--- src/design/taylor_trig_unit_macros.svh ---
// assertion macros for the trig unit
// used by taylor_trig_unit.sv, no other dependencies
`ifndef TAYLOR_TRIG_UNIT_MACROS_SVH
`define TAYLOR_TRIG_UNIT_MACROS_SVH

// same-cycle implication, disabled in reset
`define TTU_ASSERT_NOW(lbl, clk, rst_n, ante, cons) \
    lbl: assert property (@(posedge clk) disable iff (!rst_n) (ante) |-> (cons)) \
        else $error("assertion failed");

// next-cycle implication, disabled in reset
`define TTU_ASSERT_NEXT(lbl, clk, rst_n, ante, cons) \
    lbl: assert property (@(posedge clk) disable iff (!rst_n) (ante) |=> (cons)) \
        else $error("assertion failed");

`endif

--- src/design/ttu_pkg.sv ---
// shared types, constants and helper functions of the trig unit
// no dependencies
package ttu_pkg;

    localparam logic [63:0] HALF_PI_Q32 = 64'd6746518852;
    localparam logic [63:0] INT_LIM     = 64'h7FFF_FFFF_FFFF_FFFF;
    localparam logic [47:0] OUT_MAX     = 48'h7FFF_FFFF_FFFF;
    localparam logic [47:0] OUT_MIN     = 48'h8000_0000_0001;
    localparam int          DVD_W       = 79;
    localparam int          DSR_W       = 48;

    typedef enum logic [1:0] {
        CMD_SIN = 2'd0,
        CMD_COS = 2'd1,
        CMD_TAN = 2'd2,
        CMD_COT = 2'd3
    } cmd_t;

    localparam logic [1:0] ST_OK  = 2'd0;
    localparam logic [1:0] ST_SAT = 2'd1;
    localparam logic [1:0] ST_DZ  = 2'd2;
    localparam logic [1:0] ST_CAP = 2'd3;

    typedef struct packed {
        logic        start;
        logic [63:0] a;
        logic [63:0] b;
    } mul_req_t;

    typedef struct packed {
        logic        done;
        logic        sat;
        logic [63:0] res;
    } mul_rsp_t;

    typedef struct packed {
        logic             start;
        logic [DVD_W-1:0] dividend;
        logic [DSR_W-1:0] divisor;
    } div_req_t;

    typedef struct packed {
        logic             done;
        logic [DVD_W-1:0] quo;
        logic [DSR_W-1:0] rem;
    } div_rsp_t;

    function automatic logic [63:0] mag64(input logic [63:0] v);
        logic [63:0] r;
        r = v[63] ? (~v + 64'd1) : v;
        return r;
    endfunction

    // saturating signed add, msb of result is the clamp flag
    function automatic logic [64:0] add_sat(input logic [63:0] a, input logic [63:0] b);
        logic signed [64:0] s;
        s = $signed({a[63], a}) + $signed({b[63], b});
        if (s > $signed({1'b0, INT_LIM}))
            return {1'b1, INT_LIM};
        else if (s < -$signed({1'b0, INT_LIM}))
            return {1'b1, ~INT_LIM + 64'd1};
        return {1'b0, s[63:0]};
    endfunction

    // clamp to the 48-bit output range, msb of result is the clamp flag
    function automatic logic [48:0] clamp48(input logic [63:0] v);
        logic signed [63:0] sv;
        sv = $signed(v);
        if (sv > $signed({16'd0, OUT_MAX}))
            return {1'b1, OUT_MAX};
        else if (sv < -$signed({16'd0, OUT_MAX}))
            return {1'b1, OUT_MIN};
        return {1'b0, v[47:0]};
    endfunction

endpackage

--- src/design/ttu_div.sv ---
// restoring divider, one quotient bit per cycle over 79 dividend bits
// uses ttu_pkg
module ttu_div (
    input  logic              clk,
    input  logic              rst_n,
    input  ttu_pkg::div_req_t req,
    output ttu_pkg::div_rsp_t rsp
);
    import ttu_pkg::*;

    logic             busy_reg;
    logic [6:0]       cnt_reg;
    logic [DVD_W-1:0] num_reg;
    logic [DVD_W-1:0] quo_reg;
    logic [DSR_W-1:0] rem_reg;
    logic [DSR_W-1:0] dsr_reg;
    logic [DSR_W:0]   trial;
    logic [DSR_W:0]   diff;
    logic             ge;

    assign trial = {rem_reg, num_reg[DVD_W-1]};
    assign ge    = trial >= {1'b0, dsr_reg};
    assign diff  = trial - {1'b0, dsr_reg};

    assign rsp.done = busy_reg && (cnt_reg == 7'd0);
    assign rsp.quo  = quo_reg;
    assign rsp.rem  = rem_reg;

    always_ff @(posedge clk or negedge rst_n)
    begin
        if (!rst_n)
        begin
            busy_reg <= 1'b0;
            cnt_reg  <= 7'd0;
        end
        else if (req.start)
        begin
            busy_reg <= 1'b1;
            cnt_reg  <= 7'(DVD_W);
        end
        else if (busy_reg)
        begin
            if (cnt_reg == 7'd0)
                busy_reg <= 1'b0;
            else
                cnt_reg <= cnt_reg - 7'd1;
        end
    end

    always_ff @(posedge clk)
    begin
        if (req.start)
        begin
            num_reg <= req.dividend;
            dsr_reg <= req.divisor;
            quo_reg <= '0;
            rem_reg <= '0;
        end
        else if (busy_reg && (cnt_reg != 7'd0))
        begin
            num_reg <= {num_reg[DVD_W-2:0], 1'b0};
            quo_reg <= {quo_reg[DVD_W-2:0], ge};
            rem_reg <= ge ? diff[DSR_W-1:0] : trial[DSR_W-1:0];
        end
    end

endmodule

--- config.mk ---
export PLATFORM = sky130hd
export DESIGN_NAME = ttu_div
export DESIGN_NICKNAME = d
export VERILOG_FILES = /design/src/design/taylor_trig_unit_macros.svh /design/src/design/ttu_pkg.sv /design/src/design/ttu_div.sv
export SDC_FILE = /design/constraint.sdc
export NUM_CORES = 1
export LEC_CHECK = 0
export BUFFER_PORTS_ARGS = -buffer_cell sky130_fd_sc_hd__buf_2
export CORE_MARGIN = 8
export CORE_UTILIZATION = 41
export CTS_BUF_LIST = sky130_fd_sc_hd__clkbuf_2
export DETAILED_ROUTE_END_ITERATION = 10
export GPL_ROUTABILITY_DRIVEN = 0
export PLACE_DENSITY = 0.69
export SETUP_SLACK_MARGIN = 0.05
export SLEW_MARGIN = 30
export SYNTH_ARGS = -nofsm -noshare
export SYNTH_HDL_FRONTEND = slang
export SYNTH_SLANG_ARGS = --single-unit
export TNS_END_PERCENT = 10
--- constraint.sdc ---
create_clock -name clk -period 4.6 [get_ports clk]
set_clock_uncertainty 0.1 [all_clocks]
set_input_delay 0 -clock clk [delete_from_list [all_inputs] [get_ports clk]]
set_output_delay 0 -clock clk [all_outputs]
set_load 0.02 [all_outputs]
==> summary.txt <==
Synth
  – Top cells by area, synth: edfxtp_1 (29%), dfxtp_1 (19%), mux2_2 (6.8%)
  – Mapped Avg Cell Area: ~10 um2
  – FF+latch count, synth: around 260
  – Share of the synthesized area in the top cell type: 0.291
  – Synth Cell Area: 13100 um2
  – Async set or reset register ratio after synthesis: 0.0305
  – Syn Inst Count: between 1k and 1.5k
  – Synth Flop Type: edfxtp_1
  – Area leader, netlist: edfxtp_1
  – Sequential area share after synthesis: 0.500
  – Synth cell types: 70
  – Ys Warns: 0
  – Syn Nets: 1498
  – Post-synth EDFFs: roughly 130

Critical path
  – FF-to-FF Start: dsr_reg[19]
  – Crit path max-delay family: compound AO/OA/AOI/OAI gates
  – CP max-delay cell: o31ai_4
  – Worst setup SP type: register
  – Buffers & Inverters on Critical Path: 2
  – R2r worst-path depth: 12
  – Worst setup EP type: register
  – Worst path required time: 5320 ps
  – R2R setup slack: 740 ps
  – Crit path DAT: approximately 4600 ps
  – WS Path Type: register to register
  – CP Cell Sequence: inv_1 -> ha_1 -> nand4_2 -> nor4_2 -> nand3_1 -> o2111ai_2 -> a21boi_2 -> o31ai_4 -> buf_4 -> nor2_1 -> a211o_1 -> a21oi_1
  – Crit Reg-Reg Endpoint: rem_reg[15]
  – Max incr delay on CP: 840 ps
  – WP depth: 12
  – Worst-path maximum fanout: 26

Detailed routing
  – DR vias: ~12k
  – Routed Antenna Nets: 0
  – Residual DRC count: 0
  – TritonRoute pass-1 iters: 7
  – Vias per cell: ~5.1
  – WL/cell: between 15 and 20 um
  – DRT iter0 DRCs: approximately 790
  – Total routed wirelength: roughly 43000 um

Clock tree
  – Clk buf depth: 3
  – Setup Buffers After CTS: 0
  – Clock root cell: clkbuf_2
  – Clk Latency, worst-skew pair: between 900 and 1000 ps
  – Clk pin slew, worst setup/hold paths: about 110 ps
  – H-tree depth: 3
  – Sink Count: between 200 and 300
  – Cts bufs inserted: 75
  – CTS tree: yes

Min path
  – Cells on Worst Hold Path: 2
  – Hold Crit Endpoint: dsr_reg[4]
  – Worst Hold Class: input pin to register
  – Min-delay src: req[127]

STA
  – # setup viols final: 0
  – Final hold viol count: 0
  – Fin crit period: slightly below 4000 ps
  – Fmax: ~0.26 GHz
  – Max-slew violations: 0
  – Tcrit/Tclk final: 0.840
  – Setup TNS: 0 ps
  – Worst-Margin Slew: 984 ps
  – Slew headroom: 0.344
  – RSZ-0062 raised after global routing: no

Layout
  – Filler instances: approximately 2.6k
  – Core Util, Final: 0.596
  – Area growth from synthesis to layout: 43.3%
  – Commonest non-fill, non-tap cells in the layout: dlygate4sd3_1 (337), buf_2 (256), nand2_1 (210), a21oi_1 (149)
  – Non-filler cells, final: around 2.4k
  – Layout cell share with drive strength beyond 1: 0.243
  – Nets@finish: about 2.1k
  – Final Cell Area: approximately 19000 um2
  – Most common cell after layout, fill and taps aside: dlygate4sd3_1

Pwr
  – Maximum VDD drop: roughly 0.33 mV
  – P per Cell Area: roughly 440 nW/um2
  – Lkg Pwr: approximately 8.2 nW

Placement
  – PortBufs: between 200 and 300
  – Final HPWL DP: 25300 um
  – Post-DP Area: around 15000 um2
  – Inst Count DP: between 1.5k and 2k

GRT
  – Largest net degree at the start of global routing: 110
  – Initial antenna violation count: 6
  – First-pass GRT wire length: approximately 68000 um
  – Vias in the first global route: 12.6k
  – Tot GR Track Use: 0.222
  – Overflow after GRT: 0

Job
  – Max cap viols: 0

Status
  – Status: completed

Floorplanning
  – Chip height: around 200 um
  – Die area: about 38000 um2
  – IO Pins: ~260
  – Initial Util: 0.416
  – Core area: between 30000 and 40000 um2
  – Site Rows: 65
  – Chip Width: ~190 um
kinds of logic after synthesis:
kind of cell | count (synthesis) | synth area share
AO/OA/AOI/OAI | 318 | 0.155
XOR/XNOR | 47 | 0.0314
adder cells (fa/ha/maj) | 51 | 0.0492
multiplexers | 112 | 0.0930
flip-flops | 262 | 0.500
buffers and inverters | 156 | 0.0486
AND/OR/NAND/NOR | 371 | 0.123
routing by layer:
metal | global-route usage | routed length, um | up-vias
li1 | - | - | 5938
met4 | 0.0935 | 1460 | 2
met1 | 0.260 | 17800 | 5669
met2 | 0.374 | 20700 | 374
met3 | 0.0651 | 2640 | 93
met5 | 0 | 13 | -
per-stage QoR:
step / setup WS, ps / hold slack (ps) / power [mW]
after floorplan: 1080 / -396 / 5.41
after global placement: 933 / -248 / 6.13
after detailed placement: 790 / -246 / 6.18
after CTS: 716 / 26.9 / 8.30
after global routing: 422 / 35.3 / 8.88
final: 736 / 165 / 8.31
how the worst max path moves through the flow:
stage / from / endpoint
after floorplan: cnt_reg[4] / num_reg[0]
after global placement: dsr_reg[19] / rem_reg[15]
after detailed placement: dsr_reg[19] / rem_reg[15]
after CTS: dsr_reg[19] / rem_reg[15]
after global routing: rem_reg[19] / rem_reg[15]
final: dsr_reg[19] / rem_reg[15]
where the power goes:
part,internal [mW],switching (mW),leakage [nW]
clock,0.760,1.08,0.529
sequential,2.75,0.235,2.42
combinational,1.53,1.97,5.23
Yosys cell counts, types with 2 or more instances:
library cell / count
mux2_2: 79
nand2b_1: 10
nand4b_1: 2
a2bb2oi_1: 3
dfxtp_1: 127
ha_1: 50
and3_1: 5
nor4_1: 3
clkbuf_1: 59
nand4_1: 19
o31ai_1: 4
a21oi_1: 149
buf_1: 4
nand3b_1: 3
o211ai_1: 13
o21ai_1: 8
o32ai_1: 2
xor2_1: 22
nor2_1: 69
nor3_1: 13
dfrtp_1: 8
inv_1: 77
nor2b_1: 4
buf_2: 11
nand3_1: 15
o21ai_0: 23
edfxtp_1: 127
a211o_1: 4
a21o_1: 24
o41ai_1: 2
buf_6: 5
a211oi_1: 39
or2_2: 3
o21bai_1: 11
mux2i_1: 33
xnor2_1: 25
o22ai_1: 2
or4_1: 2
and2_1: 8
a31oi_1: 6
o21a_1: 5
nand2_1: 211
final cells by class:
| type | instances | area (um2) | share of cell area |
|---|---|---|---|
| Antenna cell | 5 | 12.5 | 0.000666 |
| Clock buffer | 111 | 556 | 0.0296 |
| Clock inverter | 26 | 163 | 0.00866 |
| Inverter | 77 | 289 | 0.0154 |
| Multi-Input combinational cell | 899 | 5940 | 0.316 |
| Sequential cell | 262 | 6560 | 0.349 |
| Tap cell | 402 | 503 | 0.0268 |
| Timing Repair Buffer | 603 | 4770 | 0.254 |
repair_timing:
action / in CTS / in global routing
hold buffers: 337 / 0
hold endpoints to repair: 360 / 0
gates resized for setup: 0 / 0
Note: power is estimated with default switching activity, not from simulation.
