**src/design/taylor_trig_unit_macros.svh**
```systemverilog
// assertion macros for the trig unit
// used by taylor_trig_unit.sv, no other dependencies
`ifndef TAYLOR_TRIG_UNIT_MACROS_SVH
`define TAYLOR_TRIG_UNIT_MACROS_SVH

// same-cycle implication, disabled in reset
`define TTU_ASSERT_NOW(lbl, clk, rst_n, ante, cons) \
    lbl: assert property (@(posedge clk) disable iff (!rst_n) (ante) |-> (cons)) \
        else $error("assertion failed");

// next-cycle implication, disabled in reset
`define TTU_ASSERT_NEXT(lbl, clk, rst_n, ante, cons) \
    lbl: assert property (@(posedge clk) disable iff (!rst_n) (ante) |=> (cons)) \
        else $error("assertion failed");

`endif

```
**src/design/ttu_pkg.sv**
```systemverilog
// shared types, constants and helper functions of the trig unit
// no dependencies
package ttu_pkg;

    localparam logic [63:0] HALF_PI_Q32 = 64'd6746518852;
    localparam logic [63:0] INT_LIM     = 64'h7FFF_FFFF_FFFF_FFFF;
    localparam logic [47:0] OUT_MAX     = 48'h7FFF_FFFF_FFFF;
    localparam logic [47:0] OUT_MIN     = 48'h8000_0000_0001;
    localparam int          DVD_W       = 79;
    localparam int          DSR_W       = 48;

    typedef enum logic [1:0] {
        CMD_SIN = 2'd0,
        CMD_COS = 2'd1,
        CMD_TAN = 2'd2,
        CMD_COT = 2'd3
    } cmd_t;

    localparam logic [1:0] ST_OK  = 2'd0;
    localparam logic [1:0] ST_SAT = 2'd1;
    localparam logic [1:0] ST_DZ  = 2'd2;
    localparam logic [1:0] ST_CAP = 2'd3;

    typedef struct packed {
        logic        start;
        logic [63:0] a;
        logic [63:0] b;
    } mul_req_t;

    typedef struct packed {
        logic        done;
        logic        sat;
        logic [63:0] res;
    } mul_rsp_t;

    typedef struct packed {
        logic             start;
        logic [DVD_W-1:0] dividend;
        logic [DSR_W-1:0] divisor;
    } div_req_t;

    typedef struct packed {
        logic             done;
        logic [DVD_W-1:0] quo;
        logic [DSR_W-1:0] rem;
    } div_rsp_t;

    function automatic logic [63:0] mag64(input logic [63:0] v);
        logic [63:0] r;
        r = v[63] ? (~v + 64'd1) : v;
        return r;
    endfunction

    // saturating signed add, msb of result is the clamp flag
    function automatic logic [64:0] add_sat(input logic [63:0] a, input logic [63:0] b);
        logic signed [64:0] s;
        s = $signed({a[63], a}) + $signed({b[63], b});
        if (s > $signed({1'b0, INT_LIM}))
            return {1'b1, INT_LIM};
        else if (s < -$signed({1'b0, INT_LIM}))
            return {1'b1, ~INT_LIM + 64'd1};
        return {1'b0, s[63:0]};
    endfunction

    // clamp to the 48-bit output range, msb of result is the clamp flag
    function automatic logic [48:0] clamp48(input logic [63:0] v);
        logic signed [63:0] sv;
        sv = $signed(v);
        if (sv > $signed({16'd0, OUT_MAX}))
            return {1'b1, OUT_MAX};
        else if (sv < -$signed({16'd0, OUT_MAX}))
            return {1'b1, OUT_MIN};
        return {1'b0, v[47:0]};
    endfunction

endpackage

```
**src/design/ttu_mul.sv**
```systemverilog
// q32 magnitude multiplier: 64x64 product from four 32x32 partial products,
// rounded at bit 31 and clamped to 2^63-1; uses ttu_pkg
module ttu_mul (
    input  logic              clk,
    input  logic              rst_n,
    input  ttu_pkg::mul_req_t req,
    output ttu_pkg::mul_rsp_t rsp
);
    import ttu_pkg::*;

    logic         busy_reg;
    logic [2:0]   cnt_reg;
    logic         pvld_reg;
    logic [1:0]   pidx_reg;
    logic [63:0]  a_reg;
    logic [63:0]  b_reg;
    logic [63:0]  pp_reg;
    logic [127:0] acc_reg;
    logic [31:0]  opa;
    logic [31:0]  opb;
    logic [127:0] pp_shifted;
    logic [127:0] rnd;
    logic         sat;

    assign opa = cnt_reg[1] ? a_reg[63:32] : a_reg[31:0];
    assign opb = cnt_reg[0] ? b_reg[63:32] : b_reg[31:0];

    always_comb
    begin
        case (pidx_reg)
            2'd0:    pp_shifted = {64'd0, pp_reg};
            2'd3:    pp_shifted = {pp_reg, 64'd0};
            default: pp_shifted = {32'd0, pp_reg, 32'd0};
        endcase
    end

    assign rnd = acc_reg + 128'h8000_0000;
    assign sat = |rnd[127:95];

    assign rsp.done = busy_reg && (cnt_reg == 3'd5);
    assign rsp.sat  = sat;
    assign rsp.res  = sat ? INT_LIM : rnd[95:32];

    always_ff @(posedge clk or negedge rst_n)
    begin
        if (!rst_n)
        begin
            busy_reg <= 1'b0;
            cnt_reg  <= 3'd0;
            pvld_reg <= 1'b0;
        end
        else if (req.start)
        begin
            busy_reg <= 1'b1;
            cnt_reg  <= 3'd0;
            pvld_reg <= 1'b0;
        end
        else if (busy_reg)
        begin
            pvld_reg <= (cnt_reg < 3'd4);
            cnt_reg  <= cnt_reg + 3'd1;
            if (cnt_reg == 3'd5)
                busy_reg <= 1'b0;
        end
    end

    always_ff @(posedge clk)
    begin
        if (req.start)
        begin
            a_reg   <= req.a;
            b_reg   <= req.b;
            acc_reg <= 128'd0;
        end
        else if (busy_reg)
        begin
            pp_reg   <= 64'(opa) * 64'(opb);
            pidx_reg <= cnt_reg[1:0];
            if (pvld_reg)
                acc_reg <= acc_reg + pp_shifted;
        end
    end

endmodule

```
**config.mk**
```make
export PLATFORM = sky130hd
export DESIGN_NAME = ttu_mul
export DESIGN_NICKNAME = d
export VERILOG_FILES = /design/src/design/taylor_trig_unit_macros.svh /design/src/design/ttu_pkg.sv /design/src/design/ttu_mul.sv
export SDC_FILE = /design/constraint.sdc
export NUM_CORES = 2
export LEC_CHECK = 0
export BUFFER_PORTS_ARGS = -buffer_cell sky130_fd_sc_hd__buf_4
export CAP_MARGIN = 20
export CELL_PAD_IN_SITES_DETAIL_PLACEMENT = 1
export CELL_PAD_IN_SITES_GLOBAL_PLACEMENT = 1
export CORE_MARGIN = 4
export CORE_UTILIZATION = 52
export DETAILED_ROUTE_END_ITERATION = 16
export GPL_TIMING_DRIVEN = 0
export HOLD_SLACK_MARGIN = 0.1
export PLACE_DENSITY_LB_ADDON = 0.1
export SKIP_LAST_GASP = 1
export SLEW_MARGIN = 20
export SYNTH_ARGS = -nofsm -noshare
export SYNTH_HDL_FRONTEND = slang
export SYNTH_SLANG_ARGS = --single-unit
```
**constraint.sdc**
```tcl
create_clock -name clk -period 20.6 [get_ports clk]
set_input_delay 3.09 -clock clk [delete_from_list [all_inputs] [get_ports clk]]
set_output_delay 3.09 -clock clk [all_outputs]
set_load 0.05 [all_outputs]
```
==> PnR_summary.wiki <==
{| class="wikitable"
! Metric !! Value
|-
| Endpoint type of the worst setup path || flip-flop
|-
| Startpoint Class || flip-flop
|-
| Top Ports || 197
|-
| Flip-flop count of the largest register, all copies and words added || 128
|-
| Largest net degree at the start of global routing || 92
|-
| Final HPWL from detailed placement || 207000 um
|-
| Starting density of the core || 0.526
|-
| Slew at the pin with the worst max-slew slack || 1.34 ns
|-
| Cts bufs inserted || 42
|-
| Hold-fix buffers at CTS || 0
|-
| Post-synthesis cell type with the largest combined area || sky130_fd_sc_hd__fa_1
|-
| Synth Area in Compound Gates || 0.103
|-
| Most used cell along the critical path || sky130_fd_sc_hd__fa_1
|-
| Number of detailed-routing iterations run before antenna repair || 8
|-
| Remaining global-route overflow || 0
|-
| Final nets || about 8000
|-
| Standard cell area after detailed placement || 58500 um2
|-
| Worst-path cell with the longest stage delay || sky130_fd_sc_hd__mux2i_1
|-
| Root buffer cell || sky130_fd_sc_hd__clkbuf_16
|-
| DRT iter0 DRCs || between 4000 and 5000
|-
| Max_slew headroom || 0.104
|-
| Number of setup buffers added after CTS || 0
|-
| Remaining DRCs || 0
|-
| Top area cells in the synthesized netlist || sky130_fd_sc_hd__fa_1 (33%), sky130_fd_sc_hd__edfxtp_1 (11%), sky130_fd_sc_hd__ha_1 (9.0%)
|-
| Final core area utilization || 0.576
|-
| Vias after detailed routing || 50800
|-
| Final number of hold-violating endpoints || 0
|-
| Resized cells post-CTS || 0
|-
| Clock H-tree levels || 2
|-
| Bufs and invs on worst path || 9
|-
| Startpoint-to-endpoint class of the critical path || reg2reg
|-
| Total die area || 111000 um2
|-
| Synthesis Warnings || 0
|-
| Final cycle utilization of the critical path || 0.658
|-
| Filler cell count || between 10000 and 15000
|-
| Mux contribution to synthesized area || 0.0251
|-
| Clock slew seen by the registers of the worst setup and hold paths || 0.06 ns
|-
| Setup Viol. Count Final || 0
|-
| Global-route usage over all layers || 0.457
|-
| Post-synthesis average cell area || 8.61 um2
|-
| Required time at the worst-slack endpoint || 20.93 ns
|-
| Number of nets in the synthesized netlist || roughly 7800
|-
| Largest stage delay on the critical path || slightly below 1 ns
|-
| Post-DRT Antenna Nets || 0
|-
| Arrival time at the worst endpoint || approximately 14 ns
|-
| Simple-Gate Fraction of Synth Area || 0.171
|-
| Minimum setup slack after placement || 7.67 ns
|-
| Post-route design area || 60000 um2
|-
| Number of unique standard cell types used by synthesis || 83
|-
| Core Footprint || ~100000 um2
|-
| Leading cell type in the layout, fill and taps excluded || sky130_fd_sc_hd__inv_1
|-
| Number of global-route vias before repair || 55300
|-
| Area growth, synth to finish || 9.51%
|-
| Worst-case clock skew || 0.0314 ns
|-
| Number of buffers between clock root and the deepest sink || 3
|-
| Post-synth ARST share || 0.0153
|-
| Synth Area in XOR/XNOR || 0.0396
|-
| Rows || 118
|-
| Vertical die dimension || between 300 and 400 um
|-
| Antenna violations before repair || 6
|-
| Wirelength, routed || 256000 um
|-
| Top_reg_cell synth || sky130_fd_sc_hd__edfxtp_1
|-
| CTS tree || yes
|-
| Top cell type's share of synthesized area || 0.328
|-
| Shortest clock period the worst path allows after layout || 13.56 ns
|-
| Final Max Slew Viols || 0
|-
| Largest delay contributor family on the critical path || adder cells
|-
| Hold crit path type || reg2reg
|-
| Unrepaired setup endpoints after global routing || no
|-
| Synthesized instance count || 6362
|-
| Result of the run || finished, final reports clean
|-
| Timing-limited maximum frequency || 73.7 MHz
|-
| Synthesized area || 54800 um2
|-
| Weighted congestion reported at the end of routability-driven placement || roughly 1.1
|-
| Worst-case setup margin in the final layout || 7.04 ns
|-
| Critical path peak fanout || 10
|-
| Aggregate negative setup slack || 0 ns
|-
| Number of port buffers || 195
|-
| Synthesis-stage register bit count || ~330
|-
| Commonest non-fill, non-tap cells in the layout || sky130_fd_sc_hd__inv_1 (954), sky130_fd_sc_hd__fa_1 (897), sky130_fd_sc_hd__nand2_1 (877), sky130_fd_sc_hd__nor2_1 (800), sky130_fd_sc_hd__ha_1 (395)
|-
| Post-synthesis sequential area ratio || 0.155
|-
| Die Width || 333 um
|-
| Clock tree sinks || 327
|-
| Global-route wire length before repair || around 370000 um
|-
| Adder-cell share of the synthesized area || 0.418
|-
| Post-detailed-route wirelength per cell || roughly 32 um
|-
| Largest family of logic cells by synthesized area || adder cells
|-
| Number of synthesized flops with an enable pin || 194
|-
| Ratio of routed vias to standard cells || 6.32
|-
| Later-pin clock latency in the skew report || 0.66 ns
|-
| Share of post-route cells with drive strength above 1 || 0.0675
|-
| Max-capacitance violation count || 0
|}
[final cells by class]
type | instances | area [um2] | area share
Clock inverter | 29 | 367 | 0.00611
Sequential cell | 327 | 8510 | 0.142
Inverter | 955 | 3580 | 0.0598
Timing Repair Buffer | 215 | 1750 | 0.0292
Antenna cell | 8 | 20.0 | 0.000334
Buffer | 315 | 1280 | 0.0213
Multi-Input combinational cell | 4765 | 41700 | 0.694
Clock buffer | 48 | 1090 | 0.0182
Tap cell | 1380 | 1730 | 0.0288
[worst min-delay path, stage by stage (launching register included)]
cell,delay [ns]
sky130_fd_sc_hd__dfxtp_1,0.31
sky130_fd_sc_hd__nand2_1,0.05
sky130_fd_sc_hd__a21oi_1,0.05
[routing by layer]
metal,up-vias,track usage,part of all wire
li1,20900,-,-
met4,12,0.386,0.11
met5,-,0,0.00036
met3,1267,0.164,0.12
met2,3265,0.705,0.44
met1,25400,0.504,0.34
[synth_stat cells, drive strengths merged, types with 25 or more instances]
cell	n
a21oi	339
inv	955
a22o	34
and3	29
edfxtp	194
nand4	112
a21o	98
dfxtp	128
a31oi	25
nand3	67
or3	25
nor2	801
and2	78
mux2i	69
nor2b	26
nand2b	32
xor2	110
nand2	877
fa	897
clkbuf	294
mux2	61
xnor2	138
o21bai	53
nor3	62
o21ai	224
ha	395
[per-stage QoR]
| stage | instances | hold WS, ns |
|---|---|---|
| 3_3_place_gp | 7937 | 0.445 |
| 3_5_place_dp | 7955 | 0.451 |
| 6_report | 8042 | 0.461 |
| 4_1_cts | 8032 | 0.460 |
| 2_1_floorplan | 6362 | 0.436 |
| 5_1_grt | 8037 | 0.480 |
[final timing paths]
| kind | startpoint | to | slack, ns | cells after the start |
|---|---|---|---|---|
| max in group asynchronous | rst_n | cnt_reg[0] | 18.21 | 1 |
| min in group asynchronous | rst_n | cnt_reg[1] | 2.25 | 1 |
| max | cnt_reg[1] | pp_reg[63] | 7.04 | 32 |
| max reg2reg | cnt_reg[1] | pp_reg[63] | 7.04 | 32 |
| min reg2reg | acc_reg[7] | acc_reg[7] | 0.46 | 2 |
| min | acc_reg[7] | acc_reg[7] | 0.46 | 2 |
[logic make-up after synthesis]
group,Yosys count
simple gates,2171
compound gates,923
flops,327
buf+inv,1270
mux,130
fa+ha+maj,1292
other cells,1
xor+xnor,248
Power is left out: the tool's default activity adds up to more than one toggle a clock period on the data nets, which glitch-free logic cannot reach.
